===== src/rtl/core/kocr_pkg.sv =====
`default_nettype none

package kocr_pkg;

    // Defaults for the top-level parameters
    localparam int ENTRIES_DEF  = 16;
    localparam int KEY_BITS_DEF = 32;

    // Fixed field widths
    localparam int REQ_KEY_BITS = 32;
    localparam int INDEX_BITS   = 4;
    localparam int AGE_BITS     = 5;
    localparam logic [AGE_BITS-1:0] AGE_MAX = '1;

    typedef enum logic
    {
        MODE_LOOKUP = 1'b0,
        MODE_INSERT = 1'b1
    } mode_t;

    typedef logic [AGE_BITS-1:0] age_t;

endpackage

`default_nettype wire


===== src/rtl/core/kocr_if.sv =====
`default_nettype none

// Request channel: one beat is one lookup or insert.
interface kocr_req_if;
    logic                                  valid;
    logic                                  ready;
    kocr_pkg::mode_t                       mode;
    logic [kocr_pkg::REQ_KEY_BITS-1:0]     key;

    modport source (output valid, output mode, output key, input ready);
    modport sink   (input valid, input mode, input key, output ready);
endinterface

// Response channel: one beat per request.
interface kocr_rsp_if;
    logic                                  valid;
    logic                                  ready;
    logic                                  hit;
    logic [kocr_pkg::INDEX_BITS-1:0]       entry_index;
    logic                                  was_occupied;

    modport source (output valid, output hit, output entry_index, output was_occupied,
                    input ready);
    modport sink   (input valid, input hit, input entry_index, input was_occupied,
                    output ready);
endinterface

`default_nettype wire


===== src/rtl/core/kocr_argmax.sv =====
`default_nettype none

// First-maximum search as a balanced compare tree; ties go to the lower index.
module kocr_argmax #(
    parameter int N  = kocr_pkg::ENTRIES_DEF,
    parameter int MW = 1
) (
    input  wire logic [MW-1:0]          metric [N],
    output logic      [$clog2(N)-1:0]   best_idx,
    output logic      [MW-1:0]          best_metric
);

    localparam int IW  = $clog2(N);
    localparam int PAD = 1 << IW;

    logic [MW-1:0] lvl_m [IW+1][PAD];
    logic [IW-1:0] lvl_i [IW+1][PAD];

    always_comb
    begin
        for (int l = 0; l <= IW; l++)
        begin
            for (int j = 0; j < PAD; j++)
            begin
                lvl_m[l][j] = '0;
                lvl_i[l][j] = '0;
            end
        end

        // padding leaves carry metric zero and never beat a real entry
        for (int j = 0; j < PAD; j++)
        begin
            lvl_i[0][j] = IW'(j);
            if (j < N)
            begin
                lvl_m[0][j] = metric[j];
            end
        end

        for (int l = 0; l < IW; l++)
        begin
            for (int j = 0; j < PAD / 2; j++)
            begin
                if (j < (PAD >> (l + 1)))
                begin
                    if (lvl_m[l][2*j+1] > lvl_m[l][2*j])
                    begin
                        lvl_m[l+1][j] = lvl_m[l][2*j+1];
                        lvl_i[l+1][j] = lvl_i[l][2*j+1];
                    end
                    else
                    begin
                        lvl_m[l+1][j] = lvl_m[l][2*j];
                        lvl_i[l+1][j] = lvl_i[l][2*j];
                    end
                end
            end
        end
    end

    assign best_idx    = lvl_i[IW][0];
    assign best_metric = lvl_m[IW][0];

endmodule

`default_nettype wire


===== src/rtl/core/keyed_object_cache_replacement.sv =====
`default_nettype none

// Fully associative key directory with FIFO replacement. A lookup beat
// (mode = lookup) compares the key against all ENTRIES slots at once and
// returns hit with the lowest matching slot, or hit = 0 and index 0 on a
// miss; it leaves the directory unchanged. An insert beat stores the key in
// a victim slot with age 0 and ages every other valid slot by one
// (saturating at 31); the victim is the first empty slot, else the first
// slot of greatest nonzero age, else slot 0. No duplicate check is made on
// insert. entry_index carries the low 4 bits of the slot number. Only the
// low KEY_BITS bits of the key take part (zero-extended when KEY_BITS is
// above 32). Timing: a beat is taken into an input register, resolved
// there by the parallel compare bank and a log2(ENTRIES)-deep priority
// tree while the response register is free or draining, and presented
// from the response register; one beat per cycle is sustained as long
// as the response side keeps up. The directory state is written on the
// same edge that loads the response, so each beat sees all earlier inserts.
module keyed_object_cache_replacement #(
    parameter int ENTRIES  = kocr_pkg::ENTRIES_DEF,
    parameter int KEY_BITS = kocr_pkg::KEY_BITS_DEF
) (
    input  wire logic   clk,
    input  wire logic   rst_n,
    kocr_req_if.sink    req,
    kocr_rsp_if.source  rsp
);

    localparam int IW = $clog2(ENTRIES);
    localparam int VW = kocr_pkg::AGE_BITS + 1;

    // ---------------------------------------------------------------
    // Input register
    // ---------------------------------------------------------------
    logic                  s1_valid_reg;
    kocr_pkg::mode_t       s1_mode_reg;
    logic [KEY_BITS-1:0]   s1_key_reg;

    // Response register
    logic                            out_valid_reg;
    logic                            out_hit_reg;
    logic [kocr_pkg::INDEX_BITS-1:0] out_index_reg;
    logic                            out_occ_reg;

    // Directory
    logic [ENTRIES-1:0]    valid_reg, valid_next;
    kocr_pkg::age_t        age_reg  [ENTRIES];
    kocr_pkg::age_t        age_next [ENTRIES];
    logic [KEY_BITS-1:0]   key_reg  [ENTRIES];
    logic [KEY_BITS-1:0]   key_next [ENTRIES];

    logic advance;
    logic is_insert;

    // stage 1 moves on when the response register is free or being drained
    assign advance   = s1_valid_reg && (!out_valid_reg || rsp.ready);
    assign req.ready = !s1_valid_reg || advance;
    assign is_insert = (s1_mode_reg == kocr_pkg::MODE_INSERT);

    always_ff @(posedge clk or negedge rst_n)
    begin
        if (!rst_n)
        begin
            s1_valid_reg <= 1'b0;
        end
        else if (req.ready)
        begin
            s1_valid_reg <= req.valid;
        end
    end

    always_ff @(posedge clk)
    begin
        if (req.ready && req.valid)
        begin
            s1_mode_reg <= req.mode;
            s1_key_reg  <= KEY_BITS'(req.key);
        end
    end

    // ---------------------------------------------------------------
    // Match bank: one compare per slot, first match wins
    // ---------------------------------------------------------------
    logic [0:0]     hit_metric [ENTRIES];
    logic [IW-1:0]  hit_idx;
    logic [0:0]     hit_any;

    always_comb
    begin
        for (int i = 0; i < ENTRIES; i++)
        begin
            hit_metric[i] = valid_reg[i] && (key_reg[i] == s1_key_reg);
        end
    end

    kocr_argmax #(
        .N  (ENTRIES),
        .MW (1)
    ) u_hit_search (
        .metric      (hit_metric),
        .best_idx    (hit_idx),
        .best_metric (hit_any)
    );

    // ---------------------------------------------------------------
    // Victim search. Metric {empty, age}: any empty slot outranks every
    // valid one, and empty slots all carry age 0 so the first one wins.
    // With all slots valid the first greatest age wins; if every age is
    // zero the tree falls back to slot 0 by its left-on-tie rule.
    // ---------------------------------------------------------------
    logic [VW-1:0]  vic_metric [ENTRIES];
    logic [IW-1:0]  vic_idx;
    logic [VW-1:0]  vic_best;

    always_comb
    begin
        for (int i = 0; i < ENTRIES; i++)
        begin
            vic_metric[i] = valid_reg[i] ? {1'b0, age_reg[i]} : {1'b1, kocr_pkg::age_t'(0)};
        end
    end

    kocr_argmax #(
        .N  (ENTRIES),
        .MW (VW)
    ) u_victim_search (
        .metric      (vic_metric),
        .best_idx    (vic_idx),
        .best_metric (vic_best)
    );

    // ---------------------------------------------------------------
    // Directory update on insert
    // ---------------------------------------------------------------
    always_comb
    begin
        valid_next = valid_reg;
        for (int i = 0; i < ENTRIES; i++)
        begin
            age_next[i] = age_reg[i];
            key_next[i] = key_reg[i];
        end

        if (advance && is_insert)
        begin
            for (int i = 0; i < ENTRIES; i++)
            begin
                if (IW'(i) == vic_idx)
                begin
                    valid_next[i] = 1'b1;
                    age_next[i]   = '0;
                    key_next[i]   = s1_key_reg;
                end
                else if (valid_reg[i] && (age_reg[i] != kocr_pkg::AGE_MAX))
                begin
                    age_next[i] = age_reg[i] + 1'b1;
                end
            end
        end
    end

    always_ff @(posedge clk or negedge rst_n)
    begin
        if (!rst_n)
        begin
            valid_reg <= '0;
            for (int i = 0; i < ENTRIES; i++)
            begin
                age_reg[i] <= '0;
            end
        end
        else
        begin
            valid_reg <= valid_next;
            for (int i = 0; i < ENTRIES; i++)
            begin
                age_reg[i] <= age_next[i];
            end
        end
    end

    // key storage is never read while its slot is invalid: no reset
    always_ff @(posedge clk)
    begin
        for (int i = 0; i < ENTRIES; i++)
        begin
            key_reg[i] <= key_next[i];
        end
    end

    // ---------------------------------------------------------------
    // Response register
    // ---------------------------------------------------------------
    always_ff @(posedge clk or negedge rst_n)
    begin
        if (!rst_n)
        begin
            out_valid_reg <= 1'b0;
        end
        else if (advance)
        begin
            out_valid_reg <= 1'b1;
        end
        else if (rsp.ready)
        begin
            out_valid_reg <= 1'b0;
        end
    end

    always_ff @(posedge clk)
    begin
        if (advance)
        begin
            if (is_insert)
            begin
                out_hit_reg   <= 1'b0;
                out_index_reg <= kocr_pkg::INDEX_BITS'(vic_idx);
                out_occ_reg   <= ~vic_best[VW-1];
            end
            else
            begin
                // a miss leaves hit_idx at slot 0
                out_hit_reg   <= hit_any[0];
                out_index_reg <= kocr_pkg::INDEX_BITS'(hit_idx);
                out_occ_reg   <= 1'b0;
            end
        end
    end

    assign rsp.valid        = out_valid_reg;
    assign rsp.hit          = out_hit_reg;
    assign rsp.entry_index  = out_index_reg;
    assign rsp.was_occupied = out_occ_reg;

endmodule

`default_nettype wire


===== src/flat_wrapper.sv =====
// flat-port wrapper written by rule: the top's interface ports become plain ports
module keyed_object_cache_replacement_flat 
#(
    parameter int ENTRIES  = kocr_pkg::ENTRIES_DEF,
    parameter int KEY_BITS = kocr_pkg::KEY_BITS_DEF
)
  (clk, rst_n, req_valid, req_mode, req_key, req_ready, rsp_valid, rsp_hit, rsp_entry_index, rsp_was_occupied, rsp_ready);
  kocr_req_if req_i ();
  kocr_rsp_if rsp_i ();
  input  wire logic clk;
  input  wire logic rst_n;
  input wire logic [$bits(req_i.valid)-1:0] req_valid;
  input wire logic [$bits(req_i.mode)-1:0] req_mode;
  input wire logic [$bits(req_i.key)-1:0] req_key;
  output wire logic [$bits(req_i.ready)-1:0] req_ready;
  output wire logic [$bits(rsp_i.valid)-1:0] rsp_valid;
  output wire logic [$bits(rsp_i.hit)-1:0] rsp_hit;
  output wire logic [$bits(rsp_i.entry_index)-1:0] rsp_entry_index;
  output wire logic [$bits(rsp_i.was_occupied)-1:0] rsp_was_occupied;
  input wire logic [$bits(rsp_i.ready)-1:0] rsp_ready;
  assign req_i.valid = req_valid;
  assign req_i.mode = req_mode;
  assign req_i.key = req_key;
  assign req_ready = req_i.ready;
  assign rsp_valid = rsp_i.valid;
  assign rsp_hit = rsp_i.hit;
  assign rsp_entry_index = rsp_i.entry_index;
  assign rsp_was_occupied = rsp_i.was_occupied;
  assign rsp_i.ready = rsp_ready;
  keyed_object_cache_replacement #(.ENTRIES(ENTRIES), .KEY_BITS(KEY_BITS)) u_core (.clk(clk), .rst_n(rst_n), .req(req_i), .rsp(rsp_i));
endmodule

===== config.mk =====
export PLATFORM = sky130hd
export DESIGN_NAME = keyed_object_cache_replacement_flat
export DESIGN_NICKNAME = d
export VERILOG_FILES = /design/src/rtl/core/kocr_pkg.sv /design/src/rtl/core/kocr_if.sv /design/src/rtl/core/kocr_argmax.sv /design/src/rtl/core/keyed_object_cache_replacement.sv /design/src/flat_wrapper.sv
export SDC_FILE = /design/constraint.sdc
export NUM_CORES = 1
export LEC_CHECK = 0
export BUFFER_PORTS_ARGS = -buffer_cell sky130_fd_sc_hd__buf_4
export CELL_PAD_IN_SITES_DETAIL_PLACEMENT = 1
export CELL_PAD_IN_SITES_GLOBAL_PLACEMENT = 2
export CORE_ASPECT_RATIO = 1.2
export CORE_MARGIN = 5
export CORE_UTILIZATION = 45
export CTS_CLUSTER_DIAMETER = 50
export DETAILED_ROUTE_END_ITERATION = 12
export GPL_TIMING_DRIVEN = 0
export HOLD_SLACK_MARGIN = 0.03
export PLACE_DENSITY_LB_ADDON = 0.12
export SYNTH_ARGS = -nofsm -noshare
export SYNTH_HDL_FRONTEND = slang
export SYNTH_SLANG_ARGS = --single-unit

===== constraint.sdc =====
create_clock -name clk -period 26.9 [get_ports clk]
set_input_delay 5.38 -clock clk [delete_from_list [all_inputs] [get_ports clk]]
set_output_delay 5.38 -clock clk [all_outputs]
set_load 0.02 [all_outputs]

==> results by stage <==
Synthesis:
- The most used flip-flop cell after synthesis is sky130_fd_sc_hd__edfxtp_1.
- The Yosys step of the flow raised 0 warnings.
- Ranked by instance count, the synthesized netlist is headed by 551 x sky130_fd_sc_hd__edfxtp_1, 433 x sky130_fd_sc_hd__xnor2_1, 148 x sky130_fd_sc_hd__nand2_1.
- The number of enable flip-flop cells after synthesis is between 500 and 600.
- The gate count after technology mapping is around 2400.
- The post-synthesis register bit count is 649.
- Each instance of the synthesized netlist takes up on average around 13 sq um.
- The biggest area consumer among synthesized cells is sky130_fd_sc_hd__edfxtp_1.
- The area share of the leading cell type in the synthesized netlist is 53.06%.
- The fraction of the yosys area taken by sequential cells is 60.93%.
- The number of nets in the synthesized netlist is 2519.
- Yosys instantiated no cell more often than sky130_fd_sc_hd__edfxtp_1.
- Ranked by total cell area, the synthesized netlist is headed by sky130_fd_sc_hd__edfxtp_1 53%, sky130_fd_sc_hd__xnor2_1 12%, sky130_fd_sc_hd__dfrtp_1 7.9%.
- Of all flip-flops after synthesis, the portion carrying an async set or reset was roughly 15%.
- The mapped cell area is approximately 31000 sq um.
- The number of library cell types mapped by synthesis is 77.

GRT:
- Global routing used 26.54% of the available tracks.
- The via count of the first global-routing pass is 21480.
- The largest net degree at the start of global routing is 63.
- Summed over all layers, the global routing overflow is 0.
- The first global-routing pass estimated approximately 150000 um of wire.
- The number of antenna violations at the first check in global routing is 2.

Placed design:
- Routability-driven placement finished with a final weighted congestion of about 0.84.
- The number of I/O port buffers is 44.
- The placement-stage cell area is about 33000 sq um.
- The HPWL after detailed placement is ~68000 um.

STA:
- Setup violations remaining at the end of the flow were counted as 0.
- Clock skew on the completed layout was measured at roughly 0.035 ns.
- For the finished layout, the period the worst path requires is approximately 12 ns.
- The hold violation count in the final report is 0.
- The normalized max-slew margin is -2.390%.
- The final number of max-transition violations came to 11.
- The fmax is ~0.08 GHz.
- The sum of negative setup slack is 0 ns.
- The period utilization is 45.24%.
- The smallest hold slack is 0.5128 ns.
- Setup repair after global routing left no endpoint under its margin.
- The actual transition at the worst max-transition pin is approximately 1.5 ns.

Die:
- The starting density of the core is roughly 45%.
- The total die area is between 70000 and 80000 sq um.
- The die is roughly 300 um tall.
- The number of standard-cell rows in the floorplan is 105.
- 45 I/O pins were placed.
- The core region area is between 60000 and 70000 sq um.
- The floorplan step set the die width to 250.3 um.

Route:
- The initial DRC count is 1523.
- The number of design rule violations left after detail routing is 0.
- The routed wirelength normalized by instance count is around 29 um.
- The first TritonRoute pass finished after 5 iterations.
- For this block, the routed nets add up to between 100000 and 150000 um of wire.
- The remaining number of nets flagged by the antenna check after routing is 0.
- The total via count in the routed design is 20060.
- The via density per instance is approximately 5.8.

Clock network:
- Hold repair after CTS inserted 0 buffers.
- The number of setup buffers added after CTS is 0.
- Counting along the longest clock path gives a buffer depth of 3.
- The number of clock buffers inserted by TritonCTS is just under 80.
- TritonCTS built the clock tree.
- The number of clock sinks is ~650.
- Post-CTS repair changed the size of 0 cells.
- The clock latency on the worst-skew pair is about 0.64 ns.
- The tree is rooted in a sky130_fd_sc_hd__clkbuf_16.
- In this run the number of H-tree levels came out at 3.
- The clock-pin transition on the worst setup and hold timing paths is 0.06 ns.

Run status:
- The flow ran to the end, but the final reports show violations.
- The checks that failed: max-capacitance violations, max-slew violations.

Critical path:
- The largest stage delay on the critical path is between 0.7 and 0.8 ns.
- The worst setup path is launched from a flop.
- For the worst setup path, the data required time is roughly 27 ns.
- Among all stages on the critical path, the largest delay is contributed by sky130_fd_sc_hd__and2_2.
- In this run the worst path has a maximum fanout of 32.
- The type of element capturing the critical path is a flop.
- The critical path in this run is classified as reg2reg.
- The arrival time reported for the critical path endpoint is 12.42 ns.

Layout:
- The register with the most flip-flops in the layout has 512 of them.
- The number of antenna diodes in the final layout is 0.
- The final instance area is around 36000 sq um.
- Fill cells in the final layout number about 7000.
- The total number of nets in the final design is between 2000 and 3000.
- The layout-stage area growth over the synthesis result is 14.57%.
- The proportion of layout cells with a drive suffix above 1 is under 10%.
- At the end of the flow the core is filled with cells to between 50% and 60%.

Min path:
- The type of the worst min-delay path is reg2reg.

Run:
- Across the run, the number of max-cap violations was 1.
[cells by family (layout without fill, tap and decap cells)]
group,Yosys count,after routing,share of synthesized area (%)
xor gates and xnor gates,537,537,15.08
adders and majority gates,114,114,4.574
AOI/OAI and AO/OA,254,254,5.236
and+or+nand+nor,589,589,10.14
DFF,649,649,60.93
buffers and inverters,166,375,2.111
muxes,59,59,1.926
[through the flow]
stage | cells | setup WS [ns]
floorplan | 2368 | 15.86
detailed placement | 3342 | 14.85
CTS | 3486 | 14.77
finish | 3486 | 14.73
global placement | 3321 | 12.25
global route | 3486 | 13.99
[final timing paths]
kind	slack, ns	to	cells after the start	startpoint
setup / recovery	14.73	u_core.key_reg[1][21]	40	u_core.valid_reg[1]
hold / removal	0.51	u_core.age_reg[68]	1	u_core.age_reg[68]
setup reg to reg	14.73	u_core.key_reg[1][21]	40	u_core.valid_reg[1]
hold reg to reg	0.51	u_core.age_reg[68]	1	u_core.age_reg[68]
max in group asynchronous	21.37	u_core.valid_reg[2]	2	rst_n
min in group asynchronous	4.75	u_core.age_reg[19]	1	rst_n
[layer usage]
layer / GRT usage [%] / routed length [um] / vias up / share of wire (%)
met5: 0 / 0 / - / 0
li1: - / - / 8930 / -
met4: 10.33 / 4278 / 0 / 4.2
met3: 2.905 / 4760 / 176 / 4.7
met2: 48.78 / 52920 / 597 / 52
met1: 31.95 / 38900 / 10360 / 39
[layout by cell type (no fill, tap or decap), types with 11 or more instances in the layout]
cell                        count
sky130_fd_sc_hd__a21oi_1       68
sky130_fd_sc_hd__inv_1         57
sky130_fd_sc_hd__nor3_1        22
sky130_fd_sc_hd__clkbuf_1     101
sky130_fd_sc_hd__nor4_1        36
sky130_fd_sc_hd__mux2i_1       51
sky130_fd_sc_hd__and2_1        17
sky130_fd_sc_hd__clkinv_2      11
sky130_fd_sc_hd__nand3_1       50
sky130_fd_sc_hd__xor2_1       104
sky130_fd_sc_hd__or4_1         13
sky130_fd_sc_hd__a31oi_1       19
sky130_fd_sc_hd__nand4_1      127
sky130_fd_sc_hd__a21o_1        15
sky130_fd_sc_hd__buf_4         44
sky130_fd_sc_hd__nor2_1        73
sky130_fd_sc_hd__nand2_1      148
sky130_fd_sc_hd__ha_1         114
sky130_fd_sc_hd__and3_1        26
sky130_fd_sc_hd__nor2b_1       17
sky130_fd_sc_hd__clkbuf_16     79
sky130_fd_sc_hd__buf_8         11
sky130_fd_sc_hd__clkinv_1      11
sky130_fd_sc_hd__nand2b_1      13
sky130_fd_sc_hd__o21ai_0       66
sky130_fd_sc_hd__edfxtp_1     551
sky130_fd_sc_hd__dfrtp_1       98
sky130_fd_sc_hd__xnor2_1      433
[worst max-delay path, delay by kind of cell (launching register included)]
kind / cells / cell delay (ns)
and+or+nand+nor: 11 / 2.81
muxes: 2 / 0.69
adders and majority gates: 4 / 1.19
DFF: 1 / 0.35
AOI/OAI and AO/OA: 16 / 4.62
buffers and inverters: 7 / 2.07
[area by class of cell]
cell class              instances  area (sq um)  area share (%)
repair buffers                 65         681.9           1.909
plain buffers                 107         444.2           1.243
inverters                      59         221.5          0.6199
well taps                     909          1137           3.184
clock buffers                  92          2036           5.698
clock inverters                52         623.1           1.744
flip-flops and latches        649         19000           53.18
multi-input cells            1553         11580           32.42
Power is not shown: default switching activity piles up to over one toggle a cycle in this logic, so the estimate is an artifact.
